File: src/design/rbu_pkg.sv
package rbu_pkg;

    localparam int RECORD_MAX = 63;
    localparam int BYTE_W     = 8;
    localparam int LEN_W      = 6;
    localparam int COUNT_W    = 32;
    localparam int CFG_IDX_W  = 2;
    localparam int CFG_DATA_W = 6;
    localparam int MODE_W     = 2;

    localparam logic [BYTE_W-1:0] SPACE_BYTE   = 8'h20;
    localparam logic [BYTE_W-1:0] NEWLINE_BYTE = 8'h0A;

    // record_mode codes
    localparam logic [MODE_W-1:0] MODE_PASS    = 2'd0;
    localparam logic [MODE_W-1:0] MODE_BLOCK   = 2'd1;
    localparam logic [MODE_W-1:0] MODE_UNBLOCK = 2'd2;

    // case_mode codes
    localparam logic [MODE_W-1:0] CASE_KEEP  = 2'd0;
    localparam logic [MODE_W-1:0] CASE_LOWER = 2'd1;
    localparam logic [MODE_W-1:0] CASE_UPPER = 2'd2;

    // configuration register indexes
    localparam logic [CFG_IDX_W-1:0] REG_RECORD_MODE   = 2'd0;
    localparam logic [CFG_IDX_W-1:0] REG_RECORD_LENGTH = 2'd1;
    localparam logic [CFG_IDX_W-1:0] REG_CASE_MODE     = 2'd2;

    typedef enum logic [1:0] {
        EMIT_SPACE,
        EMIT_BYTE,
        EMIT_NEWLINE
    } emit_kind_t;

    // what one input transaction asks of the sequencer
    typedef struct packed {
        logic lead_nz;
        logic has_x;
        logic pad_nz;
        logic has_nl;
    } plan_flags_t;

    typedef struct packed {
        plan_flags_t fresh;
        logic        lead_one;
        logic        pad_one;
        logic        x_pend;
        logic        pad_nz;
        logic        nl_pend;
        logic        out_free;
    } rbu_status_t;

    typedef struct packed {
        logic       load;
        logic       emit;
        emit_kind_t kind;
        logic       last;
        logic       dec_lead;
        logic       dec_pad;
    } rbu_cmd_t;

    function automatic logic [BYTE_W-1:0] apply_case(
        input logic [BYTE_W-1:0] b,
        input logic [MODE_W-1:0] cmode
    );
        logic [BYTE_W-1:0] r;
        r = b;
        if (cmode == CASE_LOWER && b >= 8'h41 && b <= 8'h5A)
            r = b + 8'h20;
        else if (cmode == CASE_UPPER && b >= 8'h61 && b <= 8'h7A)
            r = b - 8'h20;
        return r;
    endfunction

endpackage

File: src/design/rbu_if.sv
interface rbu_in_if;
    logic                          valid;
    logic                          ready;
    logic [rbu_pkg::BYTE_W-1:0]    in_byte;
    logic                          end_of_stream;

    modport source (output valid, output in_byte, output end_of_stream, input ready);
    modport sink   (input valid, input in_byte, input end_of_stream, output ready);
endinterface

interface rbu_out_if;
    logic                          valid;
    logic                          ready;
    logic [rbu_pkg::BYTE_W-1:0]    out_byte;
    logic                          last_of_run;
    logic                          stream_done;
    logic [rbu_pkg::COUNT_W-1:0]   truncated_records;

    modport source (output valid, output out_byte, output last_of_run,
                    output stream_done, output truncated_records, input ready);
    modport sink   (input valid, input out_byte, input last_of_run,
                    input stream_done, input truncated_records, output ready);
endinterface

File: src/design/rbu_datapath.sv
module rbu_datapath (
    input  logic                             clk,
    input  logic                             rst_n,
    input  logic                             cfg_wr_en,
    input  logic [rbu_pkg::CFG_IDX_W-1:0]    cfg_index,
    input  logic [rbu_pkg::CFG_DATA_W-1:0]   cfg_data,
    input  logic [rbu_pkg::BYTE_W-1:0]       in_byte,
    input  logic                             end_of_stream,
    input  logic                             out_ready,
    output logic                             out_valid,
    output logic [rbu_pkg::BYTE_W-1:0]       out_byte,
    output logic                             last_of_run,
    output logic                             stream_done,
    output logic [rbu_pkg::COUNT_W-1:0]      truncated_records,
    input  rbu_pkg::rbu_cmd_t                cmd,
    output rbu_pkg::rbu_status_t             status
);

    logic [rbu_pkg::MODE_W-1:0]  record_mode_reg;
    logic [rbu_pkg::LEN_W-1:0]   record_length_reg;
    logic [rbu_pkg::MODE_W-1:0]  case_mode_reg;

    logic [rbu_pkg::LEN_W-1:0]   column_reg, column_next;
    logic [rbu_pkg::LEN_W-1:0]   pending_reg, pending_next;
    logic                        overflow_reg, overflow_next;
    logic [rbu_pkg::COUNT_W-1:0] trunc_reg;

    logic [rbu_pkg::LEN_W-1:0]   lead_reg;
    logic [rbu_pkg::LEN_W-1:0]   pad_reg;
    logic                        x_pend_reg;
    logic [rbu_pkg::BYTE_W-1:0]  x_byte_reg;
    logic                        nl_pend_reg;
    logic                        eos_reg;

    logic                        out_valid_reg;
    logic [rbu_pkg::BYTE_W-1:0]  out_byte_reg;
    logic                        out_last_reg;
    logic                        out_done_reg;
    logic [rbu_pkg::COUNT_W-1:0] out_trunc_reg;

    logic [rbu_pkg::LEN_W-1:0]   len_eff;
    logic [rbu_pkg::LEN_W:0]     len_wide;
    logic [rbu_pkg::BYTE_W-1:0]  cased;
    logic [rbu_pkg::LEN_W:0]     col_inc;
    logic [rbu_pkg::LEN_W-1:0]   fin_col;
    logic                        fin_ovf;
    logic                        finish;
    logic                        trunc_bump;

    logic [rbu_pkg::LEN_W-1:0]   p_lead;
    logic [rbu_pkg::LEN_W-1:0]   p_pad;
    logic                        p_x;
    logic [rbu_pkg::BYTE_W-1:0]  p_x_byte;
    logic                        p_nl;

    always_comb
    begin
        if (record_length_reg == '0)
            len_eff = rbu_pkg::LEN_W'(1);
        else if (record_length_reg > rbu_pkg::LEN_W'(rbu_pkg::RECORD_MAX))
            len_eff = rbu_pkg::LEN_W'(rbu_pkg::RECORD_MAX);
        else
            len_eff = record_length_reg;
    end

    assign len_wide = {1'b0, len_eff};
    assign cased    = rbu_pkg::apply_case(in_byte, case_mode_reg);
    assign col_inc  = {1'b0, column_reg} + 1'b1;

    // plan the results of the byte at the input and the state it leaves
    always_comb
    begin
        p_lead        = '0;
        p_pad         = '0;
        p_x           = 1'b0;
        p_x_byte      = cased;
        p_nl          = 1'b0;
        column_next   = column_reg;
        pending_next  = pending_reg;
        overflow_next = overflow_reg;
        fin_col       = column_reg;
        fin_ovf       = overflow_reg;
        finish        = 1'b0;
        trunc_bump    = 1'b0;

        case (record_mode_reg)
            rbu_pkg::MODE_BLOCK:
            begin
                p_x_byte = in_byte;
                if (in_byte == rbu_pkg::NEWLINE_BYTE)
                begin
                    finish = 1'b1;
                end
                else
                begin
                    if (column_reg < len_eff)
                    begin
                        p_x     = 1'b1;
                        fin_col = column_reg + 1'b1;
                    end
                    else
                    begin
                        fin_ovf = 1'b1;
                    end
                    finish        = end_of_stream;
                    column_next   = fin_col;
                    overflow_next = fin_ovf;
                end
                if (finish)
                begin
                    if (fin_ovf)
                        trunc_bump = 1'b1;
                    else if (fin_col < len_eff)
                        p_pad = len_eff - fin_col;
                    column_next   = '0;
                    overflow_next = 1'b0;
                end
            end
            rbu_pkg::MODE_UNBLOCK:
            begin
                if (cased == rbu_pkg::SPACE_BYTE)
                begin
                    // hold the space back until a non-space shows it is not trailing
                    if (col_inc < len_wide)
                        pending_next = pending_reg + 1'b1;
                end
                else
                begin
                    p_lead       = pending_reg;
                    p_x          = 1'b1;
                    pending_next = '0;
                end
                column_next = col_inc[rbu_pkg::LEN_W-1:0];
                if (col_inc >= len_wide || end_of_stream)
                begin
                    // a run holds at most 64 results: drop the newline past that
                    p_nl         = !(p_x && p_lead == '1);
                    column_next  = '0;
                    pending_next = '0;
                end
            end
            default:
            begin
                p_x = 1'b1;
            end
        endcase

        if (end_of_stream)
        begin
            column_next   = '0;
            pending_next  = '0;
            overflow_next = 1'b0;
        end
    end

    always_ff @(posedge clk or negedge rst_n)
    begin
        if (!rst_n)
        begin
            record_mode_reg   <= rbu_pkg::MODE_PASS;
            record_length_reg <= rbu_pkg::LEN_W'(rbu_pkg::RECORD_MAX);
            case_mode_reg     <= rbu_pkg::CASE_KEEP;
        end
        else if (cfg_wr_en)
        begin
            unique case (cfg_index)
                rbu_pkg::REG_RECORD_MODE:
                    record_mode_reg <= cfg_data[rbu_pkg::MODE_W-1:0];
                rbu_pkg::REG_RECORD_LENGTH:
                    record_length_reg <= cfg_data[rbu_pkg::LEN_W-1:0];
                rbu_pkg::REG_CASE_MODE:
                    case_mode_reg <= cfg_data[rbu_pkg::MODE_W-1:0];
                default:
                begin
                end
            endcase
        end
    end

    always_ff @(posedge clk or negedge rst_n)
    begin
        if (!rst_n)
        begin
            column_reg   <= '0;
            pending_reg  <= '0;
            overflow_reg <= 1'b0;
            trunc_reg    <= '0;
        end
        else if (cmd.load)
        begin
            column_reg   <= column_next;
            pending_reg  <= pending_next;
            overflow_reg <= overflow_next;
            if (trunc_bump && trunc_reg != '1)
                trunc_reg <= trunc_reg + 1'b1;
        end
    end

    always_ff @(posedge clk or negedge rst_n)
    begin
        if (!rst_n)
        begin
            lead_reg    <= '0;
            pad_reg     <= '0;
            x_pend_reg  <= 1'b0;
            nl_pend_reg <= 1'b0;
            eos_reg     <= 1'b0;
        end
        else if (cmd.load)
        begin
            lead_reg    <= p_lead;
            pad_reg     <= p_pad;
            x_pend_reg  <= p_x;
            nl_pend_reg <= p_nl;
            eos_reg     <= end_of_stream;
        end
        else
        begin
            if (cmd.dec_lead)
                lead_reg <= lead_reg - 1'b1;
            if (cmd.dec_pad)
                pad_reg <= pad_reg - 1'b1;
        end
    end

    always_ff @(posedge clk)
    begin
        if (cmd.load)
            x_byte_reg <= p_x_byte;
    end

    always_ff @(posedge clk or negedge rst_n)
    begin
        if (!rst_n)
            out_valid_reg <= 1'b0;
        else if (cmd.emit)
            out_valid_reg <= 1'b1;
        else if (out_ready)
            out_valid_reg <= 1'b0;
    end

    always_ff @(posedge clk)
    begin
        if (cmd.emit)
        begin
            case (cmd.kind)
                rbu_pkg::EMIT_BYTE:    out_byte_reg <= x_byte_reg;
                rbu_pkg::EMIT_NEWLINE: out_byte_reg <= rbu_pkg::NEWLINE_BYTE;
                default:               out_byte_reg <= rbu_pkg::SPACE_BYTE;
            endcase
            out_last_reg  <= cmd.last;
            out_done_reg  <= eos_reg;
            out_trunc_reg <= trunc_reg;
        end
    end

    assign status.fresh.lead_nz = (p_lead != '0);
    assign status.fresh.has_x   = p_x;
    assign status.fresh.pad_nz  = (p_pad != '0);
    assign status.fresh.has_nl  = p_nl;
    assign status.lead_one      = (lead_reg == rbu_pkg::LEN_W'(1));
    assign status.pad_one       = (pad_reg == rbu_pkg::LEN_W'(1));
    assign status.x_pend        = x_pend_reg;
    assign status.pad_nz        = (pad_reg != '0);
    assign status.nl_pend       = nl_pend_reg;
    assign status.out_free      = !out_valid_reg || out_ready;

    assign out_valid         = out_valid_reg;
    assign out_byte          = out_byte_reg;
    assign last_of_run       = out_last_reg;
    assign stream_done       = out_done_reg;
    assign truncated_records = out_trunc_reg;

endmodule

File: src/design/rbu_controller.sv
module rbu_controller (
    input  logic                  clk,
    input  logic                  rst_n,
    input  logic                  in_valid,
    output logic                  in_ready,
    input  rbu_pkg::rbu_status_t  status,
    output rbu_pkg::rbu_cmd_t     cmd
);

    typedef enum logic [2:0] {
        ST_IDLE,
        ST_LEAD,
        ST_MAIN,
        ST_PAD,
        ST_NEWLINE
    } state_t;

    state_t state_reg, state_next;

    function automatic state_t first_phase(
        input logic lead_nz,
        input logic has_x,
        input logic pad_nz,
        input logic has_nl
    );
        state_t s;
        if (lead_nz)
            s = ST_LEAD;
        else if (has_x)
            s = ST_MAIN;
        else if (pad_nz)
            s = ST_PAD;
        else if (has_nl)
            s = ST_NEWLINE;
        else
            s = ST_IDLE;
        return s;
    endfunction

    always_comb
    begin
        cmd        = '0;
        cmd.kind   = rbu_pkg::EMIT_SPACE;
        state_next = state_reg;

        unique case (state_reg)
            ST_IDLE:
            begin
            end
            ST_LEAD:
            begin
                if (status.out_free)
                begin
                    cmd.emit     = 1'b1;
                    cmd.dec_lead = 1'b1;
                    cmd.last     = status.lead_one && !status.x_pend
                                   && !status.pad_nz && !status.nl_pend;
                    if (status.lead_one)
                        state_next = first_phase(1'b0, status.x_pend,
                                                 status.pad_nz, status.nl_pend);
                end
            end
            ST_MAIN:
            begin
                cmd.kind = rbu_pkg::EMIT_BYTE;
                if (status.out_free)
                begin
                    cmd.emit   = 1'b1;
                    cmd.last   = !status.pad_nz && !status.nl_pend;
                    state_next = first_phase(1'b0, 1'b0, status.pad_nz, status.nl_pend);
                end
            end
            ST_PAD:
            begin
                if (status.out_free)
                begin
                    cmd.emit    = 1'b1;
                    cmd.dec_pad = 1'b1;
                    cmd.last    = status.pad_one && !status.nl_pend;
                    if (status.pad_one)
                        state_next = first_phase(1'b0, 1'b0, 1'b0, status.nl_pend);
                end
            end
            ST_NEWLINE:
            begin
                cmd.kind = rbu_pkg::EMIT_NEWLINE;
                if (status.out_free)
                begin
                    cmd.emit   = 1'b1;
                    cmd.last   = 1'b1;
                    state_next = ST_IDLE;
                end
            end
            default:
            begin
                state_next = ST_IDLE;
            end
        endcase

        // take the next byte as the final result of this one leaves
        in_ready = (state_reg == ST_IDLE) || (cmd.emit && cmd.last);
        cmd.load = in_valid && in_ready;
        if (cmd.load)
            state_next = first_phase(status.fresh.lead_nz, status.fresh.has_x,
                                     status.fresh.pad_nz, status.fresh.has_nl);
    end

    always_ff @(posedge clk or negedge rst_n)
    begin
        if (!rst_n)
            state_reg <= ST_IDLE;
        else
            state_reg <= state_next;
    end

endmodule

File: src/design/record_block_unblock_converter.sv
// Channel   Role     Payload
// -------   ------   ---------------------------------------------------------
// feed      sink     in_byte[7:0], end_of_stream
// result    source   out_byte[7:0], last_of_run, stream_done, truncated_records[31:0]
// cfg_*     write    cfg_wr_en, cfg_index[1:0], cfg_data[5:0]
//
// The sequencer drives one result byte a cycle into the output register, and
// takes the next input byte as the last result of this one leaves. Pass mode
// runs at one byte per cycle; padding spaces in block mode and held spaces plus
// the newline in unblock mode go out before the next byte is taken. A stalled
// result holds the sequencer. Reset is asynchronous and active low; it restores
// the registers to pass mode, length 63, case unchanged, clears the truncation count.
module record_block_unblock_converter (
    input  logic                            clk,
    input  logic                            rst_n,
    input  logic                            cfg_wr_en,
    input  logic [rbu_pkg::CFG_IDX_W-1:0]   cfg_index,
    input  logic [rbu_pkg::CFG_DATA_W-1:0]  cfg_data,
    rbu_in_if.sink                          feed,
    rbu_out_if.source                       result
);

    rbu_pkg::rbu_cmd_t    cmd;
    rbu_pkg::rbu_status_t status;
    logic                 in_ready;

    rbu_controller u_ctrl (
        .clk      (clk),
        .rst_n    (rst_n),
        .in_valid (feed.valid),
        .in_ready (in_ready),
        .status   (status),
        .cmd      (cmd)
    );

    rbu_datapath u_dp (
        .clk               (clk),
        .rst_n             (rst_n),
        .cfg_wr_en         (cfg_wr_en),
        .cfg_index         (cfg_index),
        .cfg_data          (cfg_data),
        .in_byte           (feed.in_byte),
        .end_of_stream     (feed.end_of_stream),
        .out_ready         (result.ready),
        .out_valid         (result.valid),
        .out_byte          (result.out_byte),
        .last_of_run       (result.last_of_run),
        .stream_done       (result.stream_done),
        .truncated_records (result.truncated_records),
        .cmd               (cmd),
        .status            (status)
    );

    assign feed.ready = in_ready;

endmodule

File: src/flat_wrapper.sv
// flat-port wrapper written by rule: the top's interface ports become plain ports
module record_block_unblock_converter_flat 
  (clk, rst_n, cfg_wr_en, cfg_index, cfg_data, feed_valid, feed_in_byte, feed_end_of_stream, feed_ready, result_valid, result_out_byte, result_last_of_run, result_stream_done, result_truncated_records, result_ready);
  rbu_in_if feed_i ();
  rbu_out_if result_i ();
  input  logic clk;
  input  logic rst_n;
  input  logic cfg_wr_en;
  input  logic [rbu_pkg::CFG_IDX_W-1:0] cfg_index;
  input  logic [rbu_pkg::CFG_DATA_W-1:0] cfg_data;
  input wire logic [$bits(feed_i.valid)-1:0] feed_valid;
  input wire logic [$bits(feed_i.in_byte)-1:0] feed_in_byte;
  input wire logic [$bits(feed_i.end_of_stream)-1:0] feed_end_of_stream;
  output wire logic [$bits(feed_i.ready)-1:0] feed_ready;
  output wire logic [$bits(result_i.valid)-1:0] result_valid;
  output wire logic [$bits(result_i.out_byte)-1:0] result_out_byte;
  output wire logic [$bits(result_i.last_of_run)-1:0] result_last_of_run;
  output wire logic [$bits(result_i.stream_done)-1:0] result_stream_done;
  output wire logic [$bits(result_i.truncated_records)-1:0] result_truncated_records;
  input wire logic [$bits(result_i.ready)-1:0] result_ready;
  assign feed_i.valid = feed_valid;
  assign feed_i.in_byte = feed_in_byte;
  assign feed_i.end_of_stream = feed_end_of_stream;
  assign feed_ready = feed_i.ready;
  assign result_valid = result_i.valid;
  assign result_out_byte = result_i.out_byte;
  assign result_last_of_run = result_i.last_of_run;
  assign result_stream_done = result_i.stream_done;
  assign result_truncated_records = result_i.truncated_records;
  assign result_i.ready = result_ready;
  record_block_unblock_converter u_core (.clk(clk), .rst_n(rst_n), .cfg_wr_en(cfg_wr_en), .cfg_index(cfg_index), .cfg_data(cfg_data), .feed(feed_i), .result(result_i));
endmodule
File: config.mk
export PLATFORM = sky130hd
export DESIGN_NAME = record_block_unblock_converter_flat
export DESIGN_NICKNAME = d
export VERILOG_FILES = /design/src/design/rbu_pkg.sv /design/src/design/rbu_if.sv /design/src/design/rbu_datapath.sv /design/src/design/rbu_controller.sv /design/src/design/record_block_unblock_converter.sv /design/src/flat_wrapper.sv
export SDC_FILE = /design/constraint.sdc
export NUM_CORES = 1
export LEC_CHECK = 0
export BUFFER_PORTS_ARGS = -buffer_cell sky130_fd_sc_hd__clkbuf_2
export CAP_MARGIN = 5
export CORE_ASPECT_RATIO = 0.7
export CORE_MARGIN = 3
export CORE_UTILIZATION = 35
export DETAILED_ROUTE_END_ITERATION = 7
export SYNTH_ARGS = -nofsm -noshare
export SYNTH_HDL_FRONTEND = slang
export SYNTH_SLANG_ARGS = --single-unit
File: constraint.sdc
create_clock -name clk -period 4.4 [get_ports clk]
set_clock_uncertainty 0.05 [all_clocks]
set_input_delay 0.66 -clock clk [delete_from_list [all_inputs] [get_ports clk]]
set_output_delay 0.66 -clock clk [all_outputs]
set_load 0.01 [all_outputs]
* Word level (Yosys, flattened, before mapping)
Cells that the tools add are included.
Storage, ports and cells: register bits 124, input port bits 22, output and inout bits 44, logic and storage cells 178
Operators by class: add/sub/neg operators 9, magnitude comparators 9, equal/unequal tests 26, multiplexer cells 73, reduce and logical (&&, ||, !) cells 42
Operators with widths (count):
- $mux W6 | 24
- $mux W3 | 14
- $add A32 B1 Y32 const B | 1
- $ne A32 B32 Y1 const B | 1
- $mux W1 | 25
- $mux W8 | 3
- $reduce_bool A6 Y1 | 3
- $ge A8 B7 Y1 const B | 2
- $le A8 B7 Y1 const B | 2
- $pmux W8 S2 | 1
- $pmux W3 S5 | 1
- $logic_and A1 B1 Y1 | 13
- $add A6 B1 Y6 const B | 2
- $eq A6 B1 Y1 const B | 2
- $lt A6 B6 Y1 | 2
- $ne A3 B1 Y1 const B | 4
- $pmux W6 S2 | 1
- $reduce_and A2 Y1 | 6
- $sub A6 B1 Y6 const B | 2
- $reduce_bool A2 Y1 | 5
- $add A8 B6 Y8 const B | 1
- $eq A2 B1 Y1 const B | 4
- $eq A2 B2 Y1 const B | 4
- $eq A8 B4 Y1 const B | 1
- other kinds (27) | 35

* Logic depth before layout (Yosys ltp)
word-level depth 18, depth in mapped cells 18, mapped depth without buffers 18

* Cells and area by module
From an unflattened synthesis, not the netlist that was laid out.
Unflattened totals: cell total of the unflattened synthesis 634, area total of the unflattened synthesis 6718.9 sq um
Modules (own cells, without submodules):
- rbu_datapath | times used 1, cells an instance 572, area each 6266.0 sq um, sequential area each 3285.7 sq um
- rbu_controller | times used 1, cells an instance 62, area each 452.9 sq um, sequential area each 75.1 sq um

* Worst setup path before layout
No wires, ideal clock.
path type reg-to-reg, from register u_core.u_dp.record_length_reg[1] (netlist name), to register u_core.u_dp.pad_reg[2] (netlist name), library setup time 89 ps, data arrival time 3704 ps, data required time 4261 ps, setup slack 557 ps, cell stages (with the launch flop) 15, buffers on the path 0, period minus slack after synthesis 3843 ps, cell sequence dfstp_2 > inv_1 > ha_1 > nor2b_1 > o31ai_1 > a21oi_1 > nor2_1 > mux2_2 > fa_1 > nand2b_1 > a21oi_1 > o21ai_0 > a221oi_1 > nand2_1 > o22ai_1
On the way: word-level cells in the longest chain between the ends 13, elaborated cells between the ends (all ways) 18, those cells by class add/sub (1); order compare (3); mux (13); reduce/logical (1)
Ends and longest elaborated chain:
- start, declared | RTL line rbu_datapath.sv:20 | logic [rbu_pkg::LEN_W-1:0] record_length_reg;
- start signal, assigned | RTL line rbu_datapath.sv:161 | record_length_reg <= rbu_pkg::LEN_W'(rbu_pkg::RECORD_MAX);
- start signal, assigned | RTL line rbu_datapath.sv:170 | record_length_reg <= cfg_data[rbu_pkg::LEN_W-1:0];
- $gt A6 B6 Y1 | RTL line rbu_datapath.sv:60 | else if (record_length_reg > rbu_pkg::LEN_W'(rbu_pkg::RECORD_MAX))
- $mux W6 | RTL line rbu_datapath.sv:60
- $mux W6 * | RTL line rbu_datapath.sv:58 | if (record_length_reg == '0)
- $lt A6 B6 Y1 | RTL line rbu_datapath.sv:96 | if (column_reg < len_eff)
- $mux W6 | RTL line rbu_datapath.sv:96
- $mux W6
- $mux W6 | RTL line rbu_datapath.sv:86 | case (record_mode_reg)
- $sub A6 B6 Y6 / $lt A6 B6 Y1 (equally long branches) | RTL line rbu_datapath.sv:114, rbu_datapath.sv:113
- $mux W6 | RTL line rbu_datapath.sv:113 | else if (fin_col < len_eff)
- $mux W6 * | RTL line rbu_datapath.sv:111 | if (fin_ovf)
- $mux W6 * | RTL line rbu_datapath.sv:109 | if (finish)
- $mux W6 * | RTL line rbu_datapath.sv:86
- $mux W6 * | RTL line rbu_datapath.sv:209 | else if (cmd.load)
- end signal, assigned | RTL line rbu_datapath.sv:212 | pad_reg <= p_pad;
- end signal, assigned | RTL line rbu_datapath.sv:222 | pad_reg <= pad_reg - 1'b1;
- end, declared | RTL line rbu_datapath.sv:29 | logic [rbu_pkg::LEN_W-1:0] pad_reg;
Every way passes the cells marked *; elsewhere a longest branch is shown, timed or not. The select of a mux whose other input is x is not followed. A chain may end at the register's enable or synchronous reset.

* Worst setup path after layout
from register u_core.u_dp.record_length_reg[4] (netlist name), to register u_core.u_dp.pad_reg[3] (netlist name)
The elaborated chain is that of the path after synthesis.

==> impl_metrics.csv <==
group,metric,value,unit
outcome,status,"finished clean",
floorplanning,dieArea,20700,µm²
logic_synthesis,ys_seq_area_share,50.7,%
logic_synthesis,yosysWarnings,0,
clock_network,clk_pin_slew,0.06,ns
final_layout,syn_to_final_growth,19.3,%
placement,port_buffers,65,
timing,worst_pin_slew,0.987,ns
timing,rsz0062_at_grt,"no",
grt,grt_max_degree,75,
timing,slew_headroom,34.2,%
timing,layout_min_cycle_time,4.07,ns
grt,grt_util_all_layers,15.9,%
critical_path,worstPathMaxFanout,6,
floorplanning,chipWidth,171,µm
clock_network,clockBufferDepth,2,
clock_network,cts-root-buf,"clkbuf_16",
floorplanning,rows,41,
job,maxCapViolCount,0,
floorplanning,die_y,121,µm
final_layout,layout_commonest_cell,"dfrtp_1",
critical_path,cp.arrival,4.34,ns
grt,grt_pass1_vias,5008,
timing,fin_crit_sh,92.4,%
timing,fmax,246,MHz
timing,setup_violations,0,
logic_synthesis,ys_types,68,
clock_network,cts_hold_buf,0,
logic_synthesis,synth_nets,668,
final_layout,insertedDiodeCount,0,
final_layout,design_area,7910,µm²
placement,place_area,7240,µm²
clock_network,cts_buffers,17,
grt,grt_pass1_wl,26.2,mm
placement,dp_hpwl,11.6,mm
pwr,cellLeakagePower,3.42,nW
floorplanning,io_pins,66,
grt,antenna_found_initial,0,
detailed_routing,ant_nets,0,
critical_path,crit_path_end_kind,"register",
detailed_routing,vias_per_cell,5.37,
pwr,p_per_area,615,nW/µm²
floorplanning,core_area,18300,µm²
logic_synthesis,synth_edf_count,50,
clock_network,cts.sinks,124,
logic_synthesis,synthArstFlopShare,59.7,%
detailed_routing,drtIter0Drc,382,
clock_network,clkLatencyLatePin,0.41,ns
detailed_routing,drt-total-wl,15.9,mm
final_layout,layout_common_cells,"dfrtp_1 (68), clkbuf_2 (64), edfxtp_1 (50)",
floorplanning,start_util,36.2,%
detailed_routing,drc,0,
final_layout,nets,741,
detailed_routing,wl_per_cell,17.0,µm
hold_path,worstHoldPathType,"in2async",
grt,grt_overflow,0,
clock_network,htreeDepth,4,
logic_synthesis,avgSynthCellArea,10.8,µm²
detailed_routing,dr.pass1.iters,4,
logic_synthesis,syn_area,6630,µm²
final_layout,fillers,1730,
logic_synthesis,synthFlopType,"dfrtp_1",
detailed_routing,via_count,5024,
pwr,ir_worst_vdd,0.251,mV
clock_network,cts_tree,"done",
timing,hold_viol_final,0,
timing,setup-tns-final,0,ns
logic_synthesis,syn_inst,614,
timing,maxSlewViolCount,0,
placement,gp_congestion,0.894,
logic_synthesis,synth-seq-cells,124,
critical_path,cp-start-kind,"register",
final_layout,drive_gt1_share,21.1,%
critical_path,critPathRequiredTime,4.67,ns
critical_path,crit_type,"reg2reg",
[final timing paths]
check | start | end | slack, ns | cells after the start
max in group asynchronous | rst_n | u_core.u_dp.case_mode_reg[1] | 3.31 | 1
worst min-delay path | rst_n | u_core.u_dp.out_valid | 0.33 | 1
worst max-delay path | u_core.u_dp.record_length_reg[4] | u_core.u_dp.pad_reg[3] | 0.33 | 18
min in group clk | u_core.u_dp.eos_reg | u_core.u_dp.stream_done | 0.39 | 0
worst max register to register | u_core.u_dp.record_length_reg[4] | u_core.u_dp.pad_reg[3] | 0.33 | 18
worst min register to register | u_core.u_dp.eos_reg | u_core.u_dp.stream_done | 0.39 | 0
[cell usage after synthesis, types with 3 or more instances]
library cell / n / area, µm²
nand4_1: 14 / 87.6
a211oi_1: 4 / 30.0
clkbuf_1: 17 / 63.8
ha_1: 31 / 388
inv_1: 29 / 109
a221oi_1: 3 / 26.3
xnor2_2: 3 / 48.8
nand3_1: 31 / 155
nand3b_1: 6 / 45.0
nor3_1: 18 / 90.1
nor3b_1: 4 / 30.0
dfrtp_1: 68 / 1700
nor2b_1: 8 / 50.1
buf_2: 3 / 15.0
or2_2: 4 / 25.0
nand2b_1: 7 / 43.8
o21ai_0: 30 / 150
or3_1: 4 / 25.0
nor2_1: 33 / 124
mux2_2: 14 / 158
or4_4: 3 / 33.8
xor2_1: 25 / 219
o21a_1: 5 / 37.5
o22ai_1: 10 / 62.6
nor4b_1: 4 / 35.0
a21oi_1: 23 / 115
and2_1: 10 / 62.6
and3_1: 12 / 75.1
edfxtp_1: 50 / 1500
xnor2_1: 26 / 228
nand2_1: 45 / 169
nor4_1: 10 / 62.6
dfstp_2: 6 / 158
a21o_1: 6 / 45.0
a31oi_1: 4 / 25.0
[area by class of cell]
class	count	area (µm²)	area share, %
Clock inverter	14	210	2.66
Inverter	29	109	1.38
Sequential cell	124	3360	42.5
Multi-Input combinational cell	439	3080	39.0
Timing Repair Buffer	76	423	5.35
Tap cell	236	295	3.73
Clock buffer	18	429	5.43
[stage by stage]
step                power (mW)  worst slack [ns]  utilization [%]  hold WS [ns]  cells
floorplan                 2.84             0.557                -         0.314    614
global route              5.17            0.0546             43.2         0.410    936
CTS                       4.88             0.246             43.0         0.390    935
detailed placement        3.34             0.269             39.5         0.378    903
finish                    4.86             0.334             43.2         0.332    936
global placement          3.30             0.456             39.5         0.382    903
[cell families (layout without fill, tap and decap cells)]
logic type      count (synthesis)  after routing  share of synthesized area (%)
compound gates                114            114                           11.6
flops                         124            124                           50.7
xor+xnor                       54             54                           7.47
mux                            16             16                           2.68
buf+inv                        51            137                           3.11
simple gates                  223            223                           18.3
fa+ha+maj                      32             32                           6.15
[per-layer routing]
metal / global-route usage [%] / routed length, µm / up-vias
li1: - / - / 2394
met1: 24.0 / 8100 / 2466
met2: 22.4 / 6640 / 151
met3: 3.94 / 1000 / 13
met4: 4.31 / 166 / 0
met5: 0 / 0 / -
[worst max-delay path, cell delays in order, from the launching register on]
cell      delay (ns)
dfstp_2         0.56
inv_1           0.09
nand4_1         0.10
nor2_1          0.04
or2_2           0.30
ha_1            0.19
nor2b_1         0.15
o31ai_2         0.10
a21oi_1         0.20
nor2_1          0.12
xnor2_1         0.14
ha_1            0.21
fa_1            0.43
nand2b_1        0.18
a21oi_1         0.17
o21ai_0         0.13
a221oi_2        0.37
nand2_1         0.20
o22ai_1         0.24
[where the power goes]
part | total, mW | leakage, nW | switching [mW] | internal [mW]
Combinational | 1.56 | 1.65 | 0.925 | 0.632
Sequential | 1.79 | 1.46 | 0.203 | 1.59
Clock | 1.52 | 0.306 | 0.553 | 0.964
[repair_timing]
item,in CTS,in global routing
setup buffers,0,0
endpoints found under the setup margin,0,8
resized for setup,0,2
(Power assumes the default switching activity.)
